$ cat src/hdl/spq_pkg.sv
// Shared constants, codes and types of the sorted priority queue.
package spq_pkg;

  localparam int CAPACITY = 16;
  localparam int IDX_W    = (CAPACITY > 1) ? $clog2(CAPACITY) : 1;
  localparam int CNT_W    = $clog2(CAPACITY + 1);

  localparam int CMD_W    = 2;
  localparam int STATUS_W = 2;
  localparam int KEY_W    = 32;
  localparam int PRIO_W   = 16;
  localparam int PAY_W    = 32;
  localparam int COUNT_W  = 5;

  localparam int IN_DATA_W  = ((KEY_W + PRIO_W + PAY_W + 7) / 8) * 8;
  localparam int OUT_DATA_W = ((KEY_W + PRIO_W + PAY_W + COUNT_W + 7) / 8) * 8;
  localparam int OUT_USER_W = STATUS_W + 1;

  typedef enum logic [CMD_W-1:0] {
    CMD_INSERT  = 2'd0,
    CMD_EXTRACT = 2'd1,
    CMD_REMOVE  = 2'd2,
    CMD_CHANGE  = 2'd3
  } cmd_t;

  typedef enum logic [STATUS_W-1:0] {
    ST_OK        = 2'd0,
    ST_DUPLICATE = 2'd1,
    ST_NOT_FOUND = 2'd2,
    ST_FULL      = 2'd3
  } status_t;

  typedef struct packed {
    logic [KEY_W-1:0]  key;
    logic [PRIO_W-1:0] prio;
    logic [PAY_W-1:0]  payload;
  } entry_t;

  typedef struct packed {
    logic             wr_en;
    logic [IDX_W-1:0] wr_addr;
    entry_t           wr_data;
    logic [IDX_W-1:0] rd_addr;
  } mem_req_t;

endpackage

$ cat src/hdl/spq_store.sv
// Entry memory of the queue: one write port and one registered read port.
module spq_store (
  input  logic              clk,
  input  spq_pkg::mem_req_t req,
  output spq_pkg::entry_t   rd_data
);

  spq_pkg::entry_t entry_mem [spq_pkg::CAPACITY];
  spq_pkg::entry_t rd_data_r;

  always_ff @(posedge clk) begin
    if (req.wr_en) begin
      entry_mem[req.wr_addr] <= req.wr_data;
    end
    rd_data_r <= entry_mem[req.rd_addr];
  end

  assign rd_data = rd_data_r;

endmodule

$ cat src/hdl/sorted_priority_queue_by_key_unit.sv
// Top level of the sorted priority queue: sequencer around the entry memory.
//
// The input channel takes one command beat at a time: in_tuser carries the
// operation (insert, extract head, remove by key, change priority) and
// in_tdata the key, priority and payload. Every command gives exactly one
// result beat on the output channel with a status, the removed entry where
// there is one, and the occupancy after the operation.
// Entries sit in ascending priority order in a single memory with one read
// and one write port, visited one entry per cycle. Each command first
// searches all N entries held; a removal then closes the gap of the
// removed entry and an insert opens a gap at its place; change priority
// does both, reinserting the entry into the N - 1 entries left.
// in_tready is high only while no command is in progress. A finished result
// waits in the output register, and the next command is accepted while it
// waits; if the receiver is still stalling when that command completes, the
// sequencer holds until the earlier beat is taken.
// A synchronous reset empties the queue; the memory itself is not cleared.
module sorted_priority_queue_by_key_unit (
  input  logic                           clk,
  input  logic                           rst_n,
  input  logic                           in_tvalid,
  output logic                           in_tready,
  // item_key, item_priority, item_payload
  input  logic [spq_pkg::IN_DATA_W-1:0]  in_tdata,
  // cmd
  input  logic [spq_pkg::CMD_W-1:0]      in_tuser,
  output logic                           out_tvalid,
  input  logic                           out_tready,
  // out_key, out_priority, out_payload, entry_count, zero padding
  output logic [spq_pkg::OUT_DATA_W-1:0] out_tdata,
  // status, queue_empty
  output logic [spq_pkg::OUT_USER_W-1:0] out_tuser
);

  typedef enum logic [2:0] {
    S_IDLE,
    S_SCAN,
    S_EVAL,
    S_DOWN,
    S_UP,
    S_DONE
  } state_t;

  state_t                        state_r, state_nxt;
  spq_pkg::cmd_t                 cmd_r, cmd_nxt;
  logic [spq_pkg::KEY_W-1:0]     key_r, key_nxt;
  logic [spq_pkg::PRIO_W-1:0]    prio_r, prio_nxt;
  logic [spq_pkg::PAY_W-1:0]     pay_r, pay_nxt;
  logic [spq_pkg::CNT_W-1:0]     occ_r, occ_nxt;
  logic [spq_pkg::CNT_W-1:0]     ptr_r, ptr_nxt;
  logic                          chk_vld_r, chk_vld_nxt;
  logic [spq_pkg::IDX_W-1:0]     chk_idx_r, chk_idx_nxt;
  logic                          found_r, found_nxt;
  logic [spq_pkg::IDX_W-1:0]     pos_r, pos_nxt;
  logic [spq_pkg::CNT_W-1:0]     lt_cnt_r, lt_cnt_nxt;
  logic [spq_pkg::CNT_W-1:0]     ins_r, ins_nxt;
  spq_pkg::status_t              res_status_r, res_status_nxt;
  logic [spq_pkg::KEY_W-1:0]     res_key_r, res_key_nxt;
  logic [spq_pkg::PRIO_W-1:0]    res_prio_r, res_prio_nxt;
  logic [spq_pkg::PAY_W-1:0]     res_pay_r, res_pay_nxt;
  logic                          out_valid_r, out_valid_nxt;
  spq_pkg::status_t              out_status_r, out_status_nxt;
  logic [spq_pkg::KEY_W-1:0]     out_key_r, out_key_nxt;
  logic [spq_pkg::PRIO_W-1:0]    out_prio_r, out_prio_nxt;
  logic [spq_pkg::PAY_W-1:0]     out_pay_r, out_pay_nxt;
  logic                          out_empty_r, out_empty_nxt;
  logic [spq_pkg::COUNT_W-1:0]   out_count_r, out_count_nxt;

  spq_pkg::mem_req_t             mem_req;
  spq_pkg::entry_t               rd_entry;
  logic                          hit;
  logic                          below;
  logic                          found_below;
  logic [spq_pkg::CNT_W-1:0]     ins_calc;
  logic [spq_pkg::CNT_W-1:0]     ptr_dec;
  logic [spq_pkg::CNT_W-1:0]     pos_inc;

  spq_store u_store (
    .clk     (clk),
    .req     (mem_req),
    .rd_data (rd_entry)
  );

  assign hit = chk_vld_r && ((cmd_r == spq_pkg::CMD_EXTRACT) ? (chk_idx_r == '0)
                                                             : (rd_entry.key == key_r));
  assign below       = chk_vld_r && ($signed(rd_entry.prio) < $signed(prio_r));
  assign found_below = found_r && ($signed(res_prio_r) < $signed(prio_r));
  assign ins_calc    = lt_cnt_r - spq_pkg::CNT_W'(found_below);
  assign ptr_dec     = ptr_r - spq_pkg::CNT_W'(1);
  assign pos_inc     = spq_pkg::CNT_W'(pos_r) + spq_pkg::CNT_W'(1);

  assign in_tready = (state_r == S_IDLE);

  always_comb begin
    state_nxt      = state_r;
    cmd_nxt        = cmd_r;
    key_nxt        = key_r;
    prio_nxt       = prio_r;
    pay_nxt        = pay_r;
    occ_nxt        = occ_r;
    ptr_nxt        = ptr_r;
    chk_vld_nxt    = chk_vld_r;
    chk_idx_nxt    = chk_idx_r;
    found_nxt      = found_r;
    pos_nxt        = pos_r;
    lt_cnt_nxt     = lt_cnt_r;
    ins_nxt        = ins_r;
    res_status_nxt = res_status_r;
    res_key_nxt    = res_key_r;
    res_prio_nxt   = res_prio_r;
    res_pay_nxt    = res_pay_r;
    out_valid_nxt  = out_valid_r && !out_tready;
    out_status_nxt = out_status_r;
    out_key_nxt    = out_key_r;
    out_prio_nxt   = out_prio_r;
    out_pay_nxt    = out_pay_r;
    out_empty_nxt  = out_empty_r;
    out_count_nxt  = out_count_r;

    mem_req.wr_en   = 1'b0;
    mem_req.wr_addr = '0;
    mem_req.wr_data = rd_entry;
    mem_req.rd_addr = '0;

    case (state_r)
      S_IDLE: begin
        if (in_tvalid) begin
          cmd_nxt        = spq_pkg::cmd_t'(in_tuser);
          key_nxt        = in_tdata[spq_pkg::KEY_W-1:0];
          prio_nxt       = in_tdata[spq_pkg::KEY_W+spq_pkg::PRIO_W-1:spq_pkg::KEY_W];
          pay_nxt        = in_tdata[spq_pkg::KEY_W+spq_pkg::PRIO_W+spq_pkg::PAY_W-1:
                                    spq_pkg::KEY_W+spq_pkg::PRIO_W];
          ptr_nxt        = '0;
          chk_vld_nxt    = 1'b0;
          found_nxt      = 1'b0;
          lt_cnt_nxt     = '0;
          res_status_nxt = spq_pkg::ST_OK;
          res_key_nxt    = '0;
          res_prio_nxt   = '0;
          res_pay_nxt    = '0;
          state_nxt      = S_SCAN;
        end
      end
      S_SCAN: begin
        if (hit) begin
          found_nxt    = 1'b1;
          pos_nxt      = chk_idx_r;
          res_key_nxt  = rd_entry.key;
          res_prio_nxt = rd_entry.prio;
          res_pay_nxt  = rd_entry.payload;
        end
        if (below) begin
          lt_cnt_nxt = lt_cnt_r + spq_pkg::CNT_W'(1);
        end
        if (ptr_r < occ_r) begin
          mem_req.rd_addr = ptr_r[spq_pkg::IDX_W-1:0];
          chk_vld_nxt     = 1'b1;
          chk_idx_nxt     = ptr_r[spq_pkg::IDX_W-1:0];
          ptr_nxt         = ptr_r + spq_pkg::CNT_W'(1);
        end else begin
          chk_vld_nxt = 1'b0;
          if (!chk_vld_r) begin
            state_nxt = S_EVAL;
          end
        end
      end
      S_EVAL: begin
        case (cmd_r)
          spq_pkg::CMD_INSERT: begin
            res_key_nxt  = '0;
            res_prio_nxt = '0;
            res_pay_nxt  = '0;
            if (found_r) begin
              res_status_nxt = spq_pkg::ST_DUPLICATE;
              state_nxt      = S_DONE;
            end else if (occ_r >= spq_pkg::CNT_W'(spq_pkg::CAPACITY)) begin
              res_status_nxt = spq_pkg::ST_FULL;
              state_nxt      = S_DONE;
            end else begin
              ins_nxt   = ins_calc;
              ptr_nxt   = occ_r;
              state_nxt = S_UP;
            end
          end
          spq_pkg::CMD_EXTRACT, spq_pkg::CMD_REMOVE: begin
            if (!found_r) begin
              res_status_nxt = spq_pkg::ST_NOT_FOUND;
              state_nxt      = S_DONE;
            end else begin
              ptr_nxt   = pos_inc;
              state_nxt = S_DOWN;
            end
          end
          spq_pkg::CMD_CHANGE: begin
            res_key_nxt  = '0;
            res_prio_nxt = '0;
            res_pay_nxt  = '0;
            if (!found_r) begin
              res_status_nxt = spq_pkg::ST_NOT_FOUND;
              state_nxt      = S_DONE;
            end else begin
              pay_nxt   = res_pay_r;
              ins_nxt   = ins_calc;
              ptr_nxt   = pos_inc;
              state_nxt = S_DOWN;
            end
          end
          default: begin
            state_nxt = S_DONE;
          end
        endcase
      end
      S_DOWN: begin
        if (chk_vld_r) begin
          mem_req.wr_en   = 1'b1;
          mem_req.wr_addr = chk_idx_r - spq_pkg::IDX_W'(1);
          mem_req.wr_data = rd_entry;
        end
        if (ptr_r < occ_r) begin
          mem_req.rd_addr = ptr_r[spq_pkg::IDX_W-1:0];
          chk_vld_nxt     = 1'b1;
          chk_idx_nxt     = ptr_r[spq_pkg::IDX_W-1:0];
          ptr_nxt         = ptr_r + spq_pkg::CNT_W'(1);
        end else begin
          chk_vld_nxt = 1'b0;
          if (!chk_vld_r) begin
            occ_nxt = occ_r - spq_pkg::CNT_W'(1);
            if (cmd_r == spq_pkg::CMD_CHANGE) begin
              ptr_nxt   = occ_r - spq_pkg::CNT_W'(1);
              state_nxt = S_UP;
            end else begin
              state_nxt = S_DONE;
            end
          end
        end
      end
      S_UP: begin
        if (chk_vld_r) begin
          mem_req.wr_en   = 1'b1;
          mem_req.wr_addr = chk_idx_r + spq_pkg::IDX_W'(1);
          mem_req.wr_data = rd_entry;
        end
        if (ptr_r > ins_r) begin
          mem_req.rd_addr = ptr_dec[spq_pkg::IDX_W-1:0];
          chk_vld_nxt     = 1'b1;
          chk_idx_nxt     = ptr_dec[spq_pkg::IDX_W-1:0];
          ptr_nxt         = ptr_dec;
        end else begin
          chk_vld_nxt = 1'b0;
          if (!chk_vld_r) begin
            mem_req.wr_en           = 1'b1;
            mem_req.wr_addr         = ins_r[spq_pkg::IDX_W-1:0];
            mem_req.wr_data.key     = key_r;
            mem_req.wr_data.prio    = prio_r;
            mem_req.wr_data.payload = pay_r;
            occ_nxt                 = occ_r + spq_pkg::CNT_W'(1);
            state_nxt               = S_DONE;
          end
        end
      end
      S_DONE: begin
        if (!out_valid_r || out_tready) begin
          out_valid_nxt  = 1'b1;
          out_status_nxt = res_status_r;
          out_key_nxt    = res_key_r;
          out_prio_nxt   = res_prio_r;
          out_pay_nxt    = res_pay_r;
          out_empty_nxt  = (occ_r == '0);
          out_count_nxt  = spq_pkg::COUNT_W'(occ_r);
          state_nxt      = S_IDLE;
        end
      end
      default: begin
        state_nxt = S_IDLE;
      end
    endcase
  end

  always_ff @(posedge clk) begin
    if (!rst_n) begin
      state_r     <= S_IDLE;
      occ_r       <= '0;
      chk_vld_r   <= 1'b0;
      out_valid_r <= 1'b0;
    end else begin
      state_r      <= state_nxt;
      occ_r        <= occ_nxt;
      chk_vld_r    <= chk_vld_nxt;
      out_valid_r  <= out_valid_nxt;
      cmd_r        <= cmd_nxt;
      key_r        <= key_nxt;
      prio_r       <= prio_nxt;
      pay_r        <= pay_nxt;
      ptr_r        <= ptr_nxt;
      chk_idx_r    <= chk_idx_nxt;
      found_r      <= found_nxt;
      pos_r        <= pos_nxt;
      lt_cnt_r     <= lt_cnt_nxt;
      ins_r        <= ins_nxt;
      res_status_r <= res_status_nxt;
      res_key_r    <= res_key_nxt;
      res_prio_r   <= res_prio_nxt;
      res_pay_r    <= res_pay_nxt;
      out_status_r <= out_status_nxt;
      out_key_r    <= out_key_nxt;
      out_prio_r   <= out_prio_nxt;
      out_pay_r    <= out_pay_nxt;
      out_empty_r  <= out_empty_nxt;
      out_count_r  <= out_count_nxt;
    end
  end

  assign out_tvalid = out_valid_r;
  assign out_tdata  = spq_pkg::OUT_DATA_W'({out_count_r, out_pay_r, out_prio_r, out_key_r});
  assign out_tuser  = {out_empty_r, out_status_r};

`ifndef SYNTH
  a_occ_bound: assert property (@(posedge clk) disable iff (!rst_n)
    occ_r <= spq_pkg::CNT_W'(spq_pkg::CAPACITY))
    else $error("Occupancy exceeds the capacity.");

  a_occ_step: assert property (@(posedge clk) disable iff (!rst_n)
    (occ_r != $past(occ_r)) |->
      (occ_r == $past(occ_r) + spq_pkg::CNT_W'(1) ||
       occ_r == $past(occ_r) - spq_pkg::CNT_W'(1)))
    else $error("Occupancy moved by more than one entry.");

  a_no_write_in_search: assert property (@(posedge clk) disable iff (!rst_n)
    (state_r == S_SCAN || state_r == S_EVAL || state_r == S_IDLE) |-> !mem_req.wr_en)
    else $error("Entry memory written outside a shift.");

  a_fail_no_data: assert property (@(posedge clk) disable iff (!rst_n)
    (out_valid_r && out_status_r != spq_pkg::ST_OK) |->
      (out_key_r == '0 && out_prio_r == '0 && out_pay_r == '0))
    else $error("Failed command returned entry data.");
`endif

endmodule

$ cat config.mk
export PLATFORM = sky130hd
export DESIGN_NAME = sorted_priority_queue_by_key_unit
export DESIGN_NICKNAME = d
export VERILOG_FILES = /design/src/hdl/spq_pkg.sv /design/src/hdl/spq_store.sv /design/src/hdl/sorted_priority_queue_by_key_unit.sv
export SDC_FILE = /design/constraint.sdc
export NUM_CORES = 2
export LEC_CHECK = 0
export ABC_AREA = 0
export BUFFER_PORTS_ARGS = -buffer_cell sky130_fd_sc_hd__buf_2
export CORE_ASPECT_RATIO = 0.75
export CORE_UTILIZATION = 60
export CTS_BUF_LIST = sky130_fd_sc_hd__clkbuf_4
export DETAILED_ROUTE_END_ITERATION = 12
export PLACE_DENSITY = 0.88
export SYNTH_ARGS = -nofsm -noshare
export SYNTH_HDL_FRONTEND = slang
export SYNTH_SLANG_ARGS = --single-unit
$ cat constraint.sdc
create_clock -name clk -period 20.1 [get_ports clk]
set_input_delay 3.015 -clock clk [delete_from_list [all_inputs] [get_ports clk]]
set_output_delay 3.015 -clock clk [all_outputs]
set_load 0.02 [all_outputs]
==> results.toml <==
[outcome]
outcome = "finished clean"

[timing]
max_slew_margin_pct = 17.71
period_share_pct = 32.28
rsz0062_at_grt = "false"
min_period_ns = 6.489
hold_viol_final = 0
tns_ns = 0
setup_ws_ns = 13.61
fmax_mhz = 154.1
worst_slew_pin_slew_ns = 1.231
finalMaxSlewViolations = 0
setup_violations = 0
skew_ns = 0.1185

[cells_and_area]
instances_no_fill = 6218
final_cell_area_um2 = 71260
most-common-layout-cells = "edfxtp_1, nand2_1, clkbuf_4"
area_growth_pct = 11.16
final_common_cell = "edfxtp_1"
final_util_pct = 67.52
drive_above_1_share_pct = 20.22
nets = 4634

[setup_path]
critical_path.cell_chain = "ha_1, nand2_1, o211a_1, nor2_1, mux2_8, buf_4, buf_12, buf_4, mux2i_1, o22ai_1, or4_1"
worst-path-buf-inv = 3
critPathMaxFanout = 178
crit_family = "buffers and inverters"
worstRegToRegCells = 11
reg2reg_from = "ptr_r[2]"
crit_type = "register to register"
critPathSlowestCell = "buf_4"
cp.arrival_ns = 7.64
critPathMaxStageDelay_ns = 0.90
startpoint = "ptr_r[2]"
crit_path_end_kind = "register"
startpoint_type = "register"
cp_common_cell = "buf_4"
required_ns = 21.25
worstSetupPathDepth = 11

[power]
sequentialPowerShare_pct = 47.0
peakVddDrop_uv = 162.6
p_per_area_nw_per_um2 = 144.5
cellLeakagePower_uw = 0.02703
pwr-share-clk_pct = 26.3
p_sw_uw = 3478
pwr-share-comb_pct = 26.6
internal_power_uw = 6817
switching_share_pct = 33.78

[logic_synthesis]
synth_top_family_by_area = "simple AND/OR/NAND/NOR gates"
syn_avg_cell_area_um2 = 15.59
ys_seq_area_share_pct = 75.69
synth-seq-cells = 1646
post_synth_inst_count = 4113
ys.flop_type = "edfxtp_1"
yosys.area.top_type_share_pct = 72.88
synth-simple-area-share_pct = 8.884
synthArstFlopShare_pct = 0
synthMuxAreaShare_pct = 6.565
synthAdderAreaFrac_pct = 1.093
ys_warn_count = 0
synthTopCellsByArea = "edfxtp_1, mux2i_1, nand2_1"
syn-cell-area_um2 = 64110
synth_edf_count = 1556
yosys.area_share.xor_xnor_pct = 0.7377
synth_cell_types = 60
synth_compound_area_share_pct = 5.008
yosys.area.top_type = "edfxtp_1"

[die]
die_h_um = 285.1
core_area_um2 = 105500
boundaryPins = 179
core.rowCount = 103
fp.dieW_um = 379.5
start_util_pct = 60.74
die_area_um2 = 108200

[place]
gp_congestion = 0.8625
place_ws_ns = 13.70
place_inst = 5525
post-dp-hpwl_um = 85580
numPortBuffers = 175
postPlaceCellArea_um2 = 66330

[clock_network]
cts-root-buf = "clkbuf_4"
cts_setup_buffers = 0
clk_latency_ns = 1.29
clockBufferDepth = 4
cts_hold_buffers = 0
cts_made_buffers = 382
htree_levels = 5
cts.repair.resized = 0
cts_tree = "done"
cts.sinks = 1646
cts.clk_slew.worst_paths_ns = 0.08

[route]
vias = 40185
via_per_inst = 6.463
drtIter0Drc = 6098
dr.pass1.iters = 6
drtAntennaViolNets = 0
wl_per_cell_um = 26.22
drc = 0
wirelength_um = 163100

[grt]
grt_pass1_wl_um = 241900
grt_pass1_vias = 40139
grt_max_degree = 208
grt_use_total_pct = 29.99
met3_usage_pct = 7.865
use_met1_pct = 41.28
overflow = 0
grtUsageMet2_pct = 44.89
antenna_found_initial = 8
grt.busiest_layer = "met2"

[hold_path]
holdCritStartpoint = "res_key_r[17]"
min_path_cells = 0
hp-class = "register to register"

[run]
cap_viol_max_count = 0
-- worst paths after layout --
check	endpoint	slack (ns)
setup / recovery	u_store.rd_data[25]	13.61
hold / removal	out_key_r[17]	0.38
setup reg to reg	u_store.rd_data[25]	13.61
hold reg to reg	out_key_r[17]	0.38
-- cell usage after synthesis (all sizes together) (5+ instances only) --
master	instances
o22ai	161
a22oi	5
xor2	24
dfxtp	90
nand4	10
nor3	12
clkbuf	116
and2	84
a311oi	158
buf	120
nor4	7
nand3	15
or4	80
nor2b	6
o21ai	26
a211oi	8
a21o	20
nand2	771
a21oi	29
mux2	84
xnor2	30
nand2b	10
or2	6
nor2	57
inv	44
and3	161
edfxtp	1556
ha	56
mux2i	326
-- cells by family (layout without fill, tap and decap cells) --
logic type	Yosys count	after routing
AOI/OAI and AO/OA	437	437
other	1	11
xor gates and xnor gates	54	54
and+or+nand+nor	1228	1228
DFF	1646	1646
muxes	410	410
buffers and inverters	281	959
adders and majority gates	56	56
-- area by class of cell --
type / instances / area, um2
fillers: 6144 / 34280
clock inverters: 95 / 486.7
repair buffers: 229 / 1306
well taps: 1417 / 1773
clock buffers: 590 / 4429
flip-flops and latches: 1646 / 48530
diodes: 8 / 20.02
multi-input cells: 2188 / 14550
inverters: 45 / 170.2
-- power by group through the flow --
stage | clock [uW] | combinational [uW] | sequential [uW]
after floorplan | 0 | 1810 | 4790
after CTS | 2730 | 2670 | 4830
after global placement | 0 | 2480 | 4880
after global routing | 2900 | 2900 | 4860
final | 2710 | 2740 | 4840
after detailed placement | 0 | 2610 | 4890
-- metrics by stage --
stage | total power, uW | hold WS, ns
5_1_grt | 10650 | 0.3886
4_1_cts | 10220 | 0.3789
2_1_floorplan | 6597 | 0.4003
3_5_place_dp | 7500 | 0.4045
3_3_place_gp | 7361 | 0.4041
6_report | 10300 | 0.3792
-- state kept, by name (all words and copies together) (netlist names), 2 cells and up --
name and cells:
out_key_r 32, prio_r 16, out_pay_r 32, out_count_r 5
pay_r 32, res_key_r 32, chk_idx_r 4, ins_r 5
occ_r 5, u_store.entry_mem 1280, cmd_r 2, res_status_r 2
res_prio_r 16, ptr_r 5, pos_r 4, key_r 32
state_r 3, out_prio_r 16, u_store.rd_data 80, res_pay_r 32
lt_cnt_r 5, out_status_r 2
-- metal layers --
layer	vias to the layer above	wire [um]
met5	-	40
met1	19317	59220
met3	573	23030
li1	16671	-
met2	3618	73780
met4	6	6985
Note: power is estimated with default switching activity, not from simulation.
